`config.mk`:
```
export PLATFORM = sky130hd
export DESIGN_NAME = grtg_queue
export DESIGN_NICKNAME = d
export VERILOG_FILES = /design/src/design/grtg_pkg.sv /design/src/design/grtg_queue.sv
export SDC_FILE = /design/constraint.sdc
export NUM_CORES = 1
export LEC_CHECK = 0
export ABC_AREA = 1
export BUFFER_PORTS_ARGS = -buffer_cell sky130_fd_sc_hd__buf_2
export CORE_MARGIN = 2
export CORE_UTILIZATION = 40
export DETAILED_ROUTE_END_ITERATION = 10
export HOLD_SLACK_MARGIN = 0.05
export SLEW_MARGIN = 20
export SYNTH_ARGS = -nofsm -noshare
export SYNTH_HDL_FRONTEND = slang
export SYNTH_SLANG_ARGS = --single-unit
```
`constraint.sdc`:
```
create_clock -name clk -period 4.28 [get_ports clk]
set_input_delay 0.428 -clock clk [delete_from_list [all_inputs] [get_ports clk]]
set_output_delay 0.428 -clock clk [all_outputs]
set_load 0.005 [all_outputs]
```
`src/design/grtg_pkg.sv`:
```
// shared types and constants for the gradient ramp table generator
`default_nettype none

package grtg_pkg;

    localparam int POS_W = 8;
    localparam int COLOR_W = 32;
    localparam int CHAN_W = 8;
    localparam int NUM_CHAN = 4;
    localparam int RAMP_ENTRIES = 256;
    localparam int LANES = 8;
    localparam int ROWS = RAMP_ENTRIES / LANES;
    localparam int ROW_W = $clog2(ROWS);
    localparam int LANE_W = $clog2(LANES);
    localparam int ADDR_W = $clog2(RAMP_ENTRIES);
    localparam int CHUNK_W = ROW_W + 1;
    localparam int DIV_CNT_W = $clog2(CHAN_W);

    localparam int OP_W = 2;
    localparam logic [OP_W-1:0] OP_CLEAR = 2'd0;
    localparam logic [OP_W-1:0] OP_APPEND = 2'd1;
    localparam logic [OP_W-1:0] OP_GENERATE = 2'd2;

    localparam int CFG_INDEX_W = 2;
    localparam logic [CFG_INDEX_W-1:0] CFG_REFLECT = 2'd0;
    localparam logic [CFG_INDEX_W-1:0] CFG_SWAP = 2'd1;

    localparam int CMD_QUEUE_DEPTH = 2;
    localparam int QPTR_W = $clog2(CMD_QUEUE_DEPTH);
    localparam int QCNT_W = $clog2(CMD_QUEUE_DEPTH + 1);

    typedef logic [COLOR_W-1:0] color_t;

    typedef enum logic [1:0] {
        CMD_CLEAR,
        CMD_APPEND,
        CMD_GENERATE
    } cmd_kind_t;

    typedef struct packed {
        cmd_kind_t kind;
        logic [POS_W-1:0] pos;
        color_t color;
    } cmd_t;

    typedef struct packed {
        logic reflect;
        logic swap;
    } cfg_t;

    typedef struct packed {
        logic start;
        logic [CHAN_W-1:0] divisor;
        logic [NUM_CHAN-1:0][CHAN_W-1:0] dividend;
    } div_req_t;

    typedef struct packed {
        logic done;
        logic [NUM_CHAN-1:0][CHAN_W-1:0] quot;
        logic [NUM_CHAN-1:0][CHAN_W-1:0] rem;
    } div_rsp_t;

    typedef enum logic [3:0] {
        BK_IDLE,
        BK_LOAD,
        BK_FILL,
        BK_NEXT,
        BK_CHECK,
        BK_DIV,
        BK_SPAN,
        BK_TAIL,
        BK_EMIT
    } back_state_t;

endpackage

`default_nettype wire

```
`src/design/grtg_queue.sv`:
```
// short command queue between the front end and the ramp engine
`default_nettype none

module grtg_queue
    import grtg_pkg::*;
(
    input  wire logic clk,
    input  wire logic rst_n,
    input  wire logic wr_en,
    input  wire cmd_t wr_cmd,
    output logic      full,
    input  wire logic rd_en,
    output logic      valid,
    output cmd_t      rd_cmd
);

    cmd_t entry_mem [CMD_QUEUE_DEPTH];
    logic [QPTR_W-1:0] wr_ptr_reg, wr_ptr_next;
    logic [QPTR_W-1:0] rd_ptr_reg, rd_ptr_next;
    logic [QCNT_W-1:0] cnt_reg, cnt_next;
    logic do_wr, do_rd;

    assign full = (cnt_reg == QCNT_W'(CMD_QUEUE_DEPTH));
    assign valid = (cnt_reg != '0);
    assign rd_cmd = entry_mem[rd_ptr_reg];
    assign do_wr = wr_en && !full;
    assign do_rd = rd_en && valid;

    always_comb
    begin
        wr_ptr_next = wr_ptr_reg;
        rd_ptr_next = rd_ptr_reg;
        cnt_next = cnt_reg;
        if (do_wr)
        begin
            wr_ptr_next = (wr_ptr_reg == QPTR_W'(CMD_QUEUE_DEPTH - 1)) ? '0 : wr_ptr_reg + 1'b1;
        end
        if (do_rd)
        begin
            rd_ptr_next = (rd_ptr_reg == QPTR_W'(CMD_QUEUE_DEPTH - 1)) ? '0 : rd_ptr_reg + 1'b1;
        end
        if (do_wr && !do_rd)
        begin
            cnt_next = cnt_reg + 1'b1;
        end
        else if (do_rd && !do_wr)
        begin
            cnt_next = cnt_reg - 1'b1;
        end
    end

    always_ff @(posedge clk or negedge rst_n)
    begin
        if (!rst_n)
        begin
            wr_ptr_reg <= '0;
            rd_ptr_reg <= '0;
            cnt_reg <= '0;
        end
        else
        begin
            wr_ptr_reg <= wr_ptr_next;
            rd_ptr_reg <= rd_ptr_next;
            cnt_reg <= cnt_next;
        end
    end

    always_ff @(posedge clk)
    begin
        if (do_wr)
        begin
            entry_mem[wr_ptr_reg] <= wr_cmd;
        end
    end

endmodule

`default_nettype wire

```
==> impl_metrics.toml <==
[die]
rows = 33
coreArea_um2 = 8134
dieArea_um2 = 9070
fp.dieW_um = 95.24
io_pins = 90
die_height_um = 95.24
initial_core_util = 0.4093

[clock_network]
root_buffer = "clkbuf_8"
cts_buffers = 9
ctsHoldBuffers = 1
clock-sinks = 88
clk_pin_slew_ns = 0.08
clock_path_buffers = 2
cts.repair.resized = 0
cts_tree = "yes"
postCtsSetupBuffers = 0
h-tree-depth = 3
clock_latency_ns = 0.34

[yosys]
synth.distinct_cells = 17
synth_area_leaders = "edfxtp_1, nand2_1, dfrtp_1"
ys_seq_area_frac = 0.7877
syn_area_per_cell_um2 = 13.26
syn_nets = 298
synth.top_cell.area_share = 0.7576
ys_ff_latch = 88
synthCells = 251
netlist.top_cell.by_area = "edfxtp_1"
yosys_warnings = 0
netlist_area_um2 = 3329

[sta]
grt_setup_unrepaired = "no"
fin_tns_setup_ns = 0
min_period_ns = 2.361
finalCritPeriodShare = 0.5516
relSlewSlack = 0.3614
whs_ns = 0.2714
slew_viol_final = 0
hold_viol_final = 0
fin_skew_ns = 0.007691
finalSetupViolCount = 0
worstMarginPinSlew_ns = 0.9565
max_freq_ghz = 0.4235

[setup_path]
cpPeakStageDelay_ns = 0.94
rrSetupSlack_ns = 2.33
r2r-start = "cnt_reg[1]"
crit_chain = "inv_6 -> nand2_1 -> nand2_1 -> buf_2"
critPathMaxFanout = 44
worst_ep_required_time_ns = 3.85
reg2reg_to = "entry_mem[1][10]"
crit_arrival_ns = 1.93
crit_slowest_cell = "dfrtp_2"
worstSetupStartpointType = "flip-flop"
rr_worst_depth = 4
worstSetupPathType = "reg -> out"
critPathLaunch = "rd_ptr_reg"
crit_top_cell = "nand2_1"
end_kind = "output port"

[layout]
layoutNonFillerInstCount = 454
n_antenna_cell = 0
design_area_um2 = 4025
nets = 391
final_common_cell = "nand2_1"
largest_reg_flops = 84
drive_gt1_frac = 0.3209
final_cell_mix = "nand2_1, buf_2, edfxtp_1, clkbuf_8, inv_1"
fillers = 743
synthToLayoutAreaGrowth_pct = 20.89

[place]
dpl.cell_count = 437
dp_hpwl_mm = 3.422
io_buffers = 89
postPlaceCellArea_um2 = 3836
place.gp.congestion = 0.6600

[power_and_ir_drop]
p_leak_nw = 1.752
power_density_nw_per_um2 = 631.9
irDropWorstVdd_mv = 0.2232

[drt]
ant_nets = 0
drc = 0
wl_per_cell_um = 12.56
drtPass1Iterations = 4
num_vias = 1973
via_per_inst = 4.346
drt_wl_total_mm = 5.702
drt_iter0_drc = 74

[min_path]
min_delay_path_depth = 1
min_path_type = "in -> reg"
worst_hold_path.endpoint = "entry_mem[0][8]"
min-delay-start = "wr_cmd[8]"

[status]
status = "completed"

[global_route]
antenna_found_initial = 0
grt_overflow_total = 0
grt_use_total = 0.1304
grt_first_pass_wirelength_mm = 8.652
grt_pass1_vias = 1853
grt_max_degree = 45

[job]
maxCapViolations = 0
per-layer routing:
metal / share of wire / vias to the layer above / global-route usage
li1: - / 1020 / -
met1: 0.43 / 883 / 0.1536
met2: 0.49 / 61 / 0.2195
met3: 0.062 / 9 / 0.03320
met4: 0.016 / 0 / 0.06884
met5: 0 / - / 0
critical path, delay by kind of cell (launching register included):
| family | cells | cell delay (ns) |
|---|---|---|
| buffers and inverters | 2 | 0.42 |
| flip-flops | 1 | 0.94 |
| AND/OR/NAND/NOR | 2 | 0.21 |
worst max path at each step:
stage | slack, ns | endpoint
2_1_floorplan | 1.48 | entry_mem[1][0]
3_5_place_dp | 2.21 | rd_cmd[25]
6_report | 1.92 | rd_cmd[19]
4_1_cts | 1.82 | rd_cmd[25]
3_3_place_gp | 2.23 | rd_cmd[25]
5_1_grt | 1.72 | rd_cmd[25]
kinds of logic after synthesis:
group / after synthesis / synth area share
compound gates: 1 / 0.001502
fa+ha+maj: 1 / 0.003757
simple gates: 143 / 0.1680
xor+xnor: 1 / 0.002631
buf+inv: 17 / 0.03645
flops: 88 / 0.7877
area by class of cell:
| class | count | area, µm² | area share |
|---|---|---|---|
| clock buffers | 11 | 131.4 | 0.03264 |
| clock inverters | 5 | 47.55 | 0.01181 |
| inverters | 8 | 35.03 | 0.008704 |
| multi-input cells | 146 | 593.1 | 0.1473 |
| flip-flops and latches | 88 | 2624 | 0.6519 |
| well taps | 105 | 131.4 | 0.03264 |
| repair buffers | 91 | 462.9 | 0.1150 |
cells in the mapped netlist:
cell type,n
inv_2,1
edfxtp_1,84
nor2_1,1
xnor2_1,1
buf_6,5
dfrtp_1,4
nand2_2,3
inv_6,1
nor2_2,1
nand4_1,1
nand3_1,2
o21ai_0,1
nor2_4,1
inv_1,6
buf_4,4
nand2_1,134
ha_1,1
stage by stage:
step / setup slack [ns] / total power [W] / utilization
after floorplan: 1.476 / 0.001771 / -
after global placement: 2.226 / 0.002057 / 0.4716
after detailed placement: 2.210 / 0.002070 / 0.4716
after CTS: 1.823 / 0.002596 / 0.4948
after global routing: 1.716 / 0.002743 / 0.4948
final: 1.919 / 0.002544 / 0.4948
report_power, final:
group,switching (W),internal [W],total (W)
logic,0.000447,0.000283,0.000730
registers,0.000114,0.00118,0.00129
clock network,0.000258,0.000264,0.000522
total,0.000820,0.00172,0.00254
Power figures use the tool's default switching activity.
