`src/design/grtg_pkg.sv`:
```
// shared types and constants for the gradient ramp table generator
`default_nettype none

package grtg_pkg;

    localparam int POS_W = 8;
    localparam int COLOR_W = 32;
    localparam int CHAN_W = 8;
    localparam int NUM_CHAN = 4;
    localparam int RAMP_ENTRIES = 256;
    localparam int LANES = 8;
    localparam int ROWS = RAMP_ENTRIES / LANES;
    localparam int ROW_W = $clog2(ROWS);
    localparam int LANE_W = $clog2(LANES);
    localparam int ADDR_W = $clog2(RAMP_ENTRIES);
    localparam int CHUNK_W = ROW_W + 1;
    localparam int DIV_CNT_W = $clog2(CHAN_W);

    localparam int OP_W = 2;
    localparam logic [OP_W-1:0] OP_CLEAR = 2'd0;
    localparam logic [OP_W-1:0] OP_APPEND = 2'd1;
    localparam logic [OP_W-1:0] OP_GENERATE = 2'd2;

    localparam int CFG_INDEX_W = 2;
    localparam logic [CFG_INDEX_W-1:0] CFG_REFLECT = 2'd0;
    localparam logic [CFG_INDEX_W-1:0] CFG_SWAP = 2'd1;

    localparam int CMD_QUEUE_DEPTH = 2;
    localparam int QPTR_W = $clog2(CMD_QUEUE_DEPTH);
    localparam int QCNT_W = $clog2(CMD_QUEUE_DEPTH + 1);

    typedef logic [COLOR_W-1:0] color_t;

    typedef enum logic [1:0] {
        CMD_CLEAR,
        CMD_APPEND,
        CMD_GENERATE
    } cmd_kind_t;

    typedef struct packed {
        cmd_kind_t kind;
        logic [POS_W-1:0] pos;
        color_t color;
    } cmd_t;

    typedef struct packed {
        logic reflect;
        logic swap;
    } cfg_t;

    typedef struct packed {
        logic start;
        logic [CHAN_W-1:0] divisor;
        logic [NUM_CHAN-1:0][CHAN_W-1:0] dividend;
    } div_req_t;

    typedef struct packed {
        logic done;
        logic [NUM_CHAN-1:0][CHAN_W-1:0] quot;
        logic [NUM_CHAN-1:0][CHAN_W-1:0] rem;
    } div_rsp_t;

    typedef enum logic [3:0] {
        BK_IDLE,
        BK_LOAD,
        BK_FILL,
        BK_NEXT,
        BK_CHECK,
        BK_DIV,
        BK_SPAN,
        BK_TAIL,
        BK_EMIT
    } back_state_t;

endpackage

`default_nettype wire

```
`src/design/grtg_div.sv`:
```
// four-lane restoring divider, one quotient bit per cycle, shared by all spans
`default_nettype none

module grtg_div
    import grtg_pkg::*;
(
    input  wire logic     clk,
    input  wire logic     rst_n,
    input  wire div_req_t req,
    output div_rsp_t      rsp
);

    logic busy_reg, busy_next;
    logic done_reg, done_next;
    logic [DIV_CNT_W-1:0] cnt_reg, cnt_next;
    logic [CHAN_W-1:0] divisor_reg, divisor_next;
    logic [NUM_CHAN-1:0][CHAN_W-1:0] rem_reg, rem_next;
    logic [NUM_CHAN-1:0][CHAN_W-1:0] quo_reg, quo_next;
    logic [CHAN_W:0] trial;

    always_comb
    begin
        busy_next = busy_reg;
        done_next = 1'b0;
        cnt_next = cnt_reg;
        divisor_next = divisor_reg;
        rem_next = rem_reg;
        quo_next = quo_reg;
        trial = '0;
        priority if (req.start)
        begin
            busy_next = 1'b1;
            cnt_next = '0;
            divisor_next = req.divisor;
            rem_next = '0;
            quo_next = req.dividend;
        end
        else if (busy_reg)
        begin
            for (int ch = 0; ch < NUM_CHAN; ch++)
            begin
                trial = {rem_reg[ch], quo_reg[ch][CHAN_W-1]};
                if (trial >= {1'b0, divisor_reg})
                begin
                    rem_next[ch] = CHAN_W'(trial - {1'b0, divisor_reg});
                    quo_next[ch] = {quo_reg[ch][CHAN_W-2:0], 1'b1};
                end
                else
                begin
                    rem_next[ch] = trial[CHAN_W-1:0];
                    quo_next[ch] = {quo_reg[ch][CHAN_W-2:0], 1'b0};
                end
            end
            cnt_next = cnt_reg + 1'b1;
            if (cnt_reg == DIV_CNT_W'(CHAN_W - 1))
            begin
                busy_next = 1'b0;
                done_next = 1'b1;
            end
        end
        else
        begin
            // idle: hold the last result
            busy_next = 1'b0;
        end
    end

    always_ff @(posedge clk or negedge rst_n)
    begin
        if (!rst_n)
        begin
            busy_reg <= 1'b0;
            done_reg <= 1'b0;
            cnt_reg <= '0;
        end
        else
        begin
            busy_reg <= busy_next;
            done_reg <= done_next;
            cnt_reg <= cnt_next;
        end
    end

    always_ff @(posedge clk)
    begin
        divisor_reg <= divisor_next;
        rem_reg <= rem_next;
        quo_reg <= quo_next;
    end

    assign rsp.done = done_reg;
    assign rsp.quot = quo_reg;
    assign rsp.rem = rem_reg;

endmodule

`default_nettype wire

```
`config.mk`:
```
export PLATFORM = sky130hd
export DESIGN_NAME = grtg_div
export DESIGN_NICKNAME = d
export VERILOG_FILES = /design/src/design/grtg_pkg.sv /design/src/design/grtg_div.sv
export SDC_FILE = /design/constraint.sdc
export NUM_CORES = 1
export LEC_CHECK = 0
export BUFFER_PORTS_ARGS = -buffer_cell sky130_fd_sc_hd__buf_2
export CELL_PAD_IN_SITES_DETAIL_PLACEMENT = 1
export CELL_PAD_IN_SITES_GLOBAL_PLACEMENT = 1
export CORE_AREA = 2 2 117 119
export CTS_CLUSTER_SIZE = 30
export DETAILED_ROUTE_END_ITERATION = 6
export DIE_AREA = 0 0 119 121
export HOLD_SLACK_MARGIN = 0.15
export PLACE_DENSITY = 0.77
export SLEW_MARGIN = 20
export SYNTH_ARGS = -nofsm -noshare
export SYNTH_HDL_FRONTEND = slang
export SYNTH_SLANG_ARGS = --single-unit
```
`constraint.sdc`:
```
create_clock -name clk -period 2.02 [get_ports clk]
set_input_delay 0.202 -clock clk [delete_from_list [all_inputs] [get_ports clk]]
set_output_delay 0.202 -clock clk [all_outputs]
set_load 0.05 [all_outputs]
```
==> run_results.csv <==
group,metric,value,unit
yosys,synth.avg_cell_area,10.61,µm²
finish,area_growth,41.47,%
routing,wl_per_cell,19.95,µm
grt,grt_antenna_before_repair,1,
timing,drv_slew,0,
grt,gr-total-overflow,0,
timing,setup_ws,-172.3,ps
finish,fillers,1432,
yosys,synth_commonest_cells,"42 x nor2_1, 40 x edfxtp_1, 35 x nand2_1, 34 x ha_1",
status,status,"finished, violations left",
floorplanning,initial_core_util,37.12,%
yosys,ys.flop_type,"edfxtp_1",
clock_network,clkSinkCount,77,
power,max-vdd-ir-drop,0.7443,mV
timing,fin_crit,2192,ps
placement,numPortBuffers,107,
min_path,min-delay-start,"req[10]",
flow_run,cap_violations,0,
critical_path,r2r_end,"rsp[6]",
yosys,yosysUniqueCellTypes,51,
critical_path,worstPathArrival,2420,ps
yosys,ys_seq_area_share,40.49,%
power,power.density,1482,mW/mm²
clock_network,clk-insertion-delay-late,350,ps
placement,dpl.hpwl,11.48,mm
yosys,syn_inst,458,
yosys,ys_seq_elements,77,
routing,dr.pass1.iters,4,
critical_path,cp-start-kind,"flip-flop",
clock_network,cts_tree,"done",
critical_path,critical_path_required,2250,ps
timing,finalSetupViolations,10,
timing,slew_headroom,32.57,%
floorplanning,fp.dieH,121,µm
critical_path,crit_path_max_fanout,4,
timing,finClkSkew,8.046,ps
routing,via_per_inst,5.297,
critical_path,cp_top_family,"compound AO/OA/AOI/OAI gates",
routing,vias,4370,
finish,largest_reg_flops,64,
critical_path,crit_chain,"buf_6, ha_4, fa_2, nand2b_4, a21oi_4, nor4b_4, a2111oi_4, o31ai_1",
clock_network,cts_made_buffers,9,
floorplanning,core_region_area,0.01309,mm²
grt,grt_max_degree,33,
critical_path,crit_buf_inv,1,
finish,layout.nets,725,
critical_path,timing.reg2reg.setup_slack,-170,ps
routing,wirelength,16.46,mm
yosys,synth_edf_count,40,
status,violations,"negative setup slack",
floorplanning,die_w,119,µm
clock_network,htreeDepth,3,
yosys,synth_area_leaders,"edfxtp_1 25%, dfxtp_1 13%, ha_1 8.8%",
yosys,synthesis.nets,539,
floorplanning,ios,108,
yosys,synthArstFlopShare,6.494,%
finish,layout-drive-gt1-share,48.69,%
critical_path,max_stage_delay,480,ps
routing,drc,0,
timing,hold_viol,0,
min_path,min_path_cells,2,
grt,gr-usage-all-layers,22.44,%
routing,drt_iter0_drc,225,
grt,first_global_vias,4763,
critical_path,reg2reg_depth,8,
finish,antennaDiodeCount,0,
finish,multiInputGateArea,0.002975,mm²
yosys,synth_most_common_cell,"nor2_1",
floorplanning,die_area,0.01440,mm²
routing,ant_nets,0,
critical_path,r2r-start,"divisor_reg[0]",
power,power_leakage,2.991,nW
critical_path,critPathKind,"reg -> reg",
clock_network,root_buffer,"clkbuf_16",
critical_path,cp_slowest_cell,"edfxtp_1",
yosys,yosysTopAreaCell,"edfxtp_1",
critical_path,critPathCaptureType,"flip-flop",
timing,holdWs,158.1,ps
timing,max_freq,456.1,MHz
yosys,yosysWarnings,0,
yosys,syn_area,0.004857,mm²
min_path,hold_class,"in -> reg",
placement,finalWeightedCongestion,0.8610,
timing,fin_crit_sh,108.5,%
grt,grt_pass1_wl,24.92,mm
floorplanning,rows,42,
clock_network,cts_max_path_buffers,2,
min_path,holdPathEnd,"rsp[42]",
finish,seq_area,0.001986,mm²
timing,rsz0062_at_grt,"true",
yosys,yosys.area.top_type_share,24.73,%
timing,tns,-677.1,ps
clock_network,clkTransAtPathRegs,70,ps
timing,tightest_slew,1009,ps
[cell families after synthesis]
logic type / count (synthesis) / share of synthesized area, %
simple gates: 117 / 11.70
xor+xnor: 17 / 3.065
compound gates: 108 / 17.28
fa+ha+maj: 38 / 10.41
flops: 77 / 40.49
buf+inv: 47 / 4.688
mux: 54 / 12.36
[stage by stage]
stage / setup slack [ps] / cell area, µm² / utilization [%] / total power, mW / cells
finish: -172.3 / 6872 / 52.51 / 10.19 / 825
global route: -229.1 / 6872 / 52.51 / 10.73 / 825
CTS: -41.44 / 6501 / 49.68 / 9.636 / 810
detailed placement: -155.4 / 5934 / 45.35 / 7.936 / 768
global placement: -32.85 / 5934 / 45.35 / 7.694 / 768
floorplan: -132.7 / 4926 / - / 6.414 / 458
[worst max-delay path by stage]
stage / slack, ps / from / cells past startpoint / endpoint
2_1_floorplan: -130 / rsp[47] / 8 / rsp[14]
3_3_place_gp: -30 / divisor_reg[4] / 8 / rsp[28]
3_5_place_dp: -160 / divisor_reg[0] / 7 / rsp[6]
4_1_cts: -40 / divisor_reg[0] / 7 / rsp[28]
5_1_grt: -230 / divisor_reg[0] / 8 / rsp[6]
6_report: -170 / divisor_reg[0] / 8 / rsp[6]
[area by class of cell]
| type | count | area share, % |
|---|---|---|
| clock inverters | 6 | 0.6737 |
| inverters | 30 | 1.712 |
| repair buffers | 192 | 18.88 |
| flip-flops and latches | 77 | 28.90 |
| well taps | 176 | 3.205 |
| clock buffers | 10 | 3.332 |
| multi-input cells | 334 | 43.30 |
[where the power goes]
group          switching [mW]  total, mW  internal, mW  leakage, nW
logic                    3.61       6.15          2.54         2.11
clock network           0.722       1.57         0.844        0.130
registers               0.386       2.47          2.08        0.753
total                    4.72       10.2          5.46         2.99
[layer usage]
metal  track usage [%]  part of all wire (%)  up-vias
li1                  -                     -     2048
met1             25.83                    41     2179
met2             40.98                    53      123
met3             6.532                   5.5       18
met4             5.283                   1.3        2
met5                 0                 0.067        -
[worst register-to-register path, stage by stage, from the launching register on]
cell and delay (ps):
edfxtp_1 480, buf_6 170, ha_4 160, fa_2 390, nand2b_4 170, a21oi_4 190, nor4b_4 80, a2111oi_4 290
o31ai_1 130
[placed cells by master, fill, tap and decap left out, types with 15 or more instances in the layout]
| master | instances |
|---|---|
| mux2_2 | 32 |
| edfxtp_1 | 40 |
| dlygate4sd3_1 | 25 |
| dfxtp_2 | 15 |
| dfxtp_1 | 17 |
| inv_1 | 23 |
| nand2_1 | 35 |
| mux2i_1 | 18 |
| nor2_1 | 41 |
| buf_2 | 107 |
| buf_4 | 53 |
| ha_1 | 22 |
[repair_timing]
item                       4_1_cts  5_1_grt
gates resized for setup         11       41
buffers inserted                 1       15
hold endpoints to repair        29        0
setup endpoints to repair       31       20
hold buffers                    25        0
pin swaps                        2       19
gates cloned                     0        0
No activity file was read; power rests on OpenSTA's default activity.
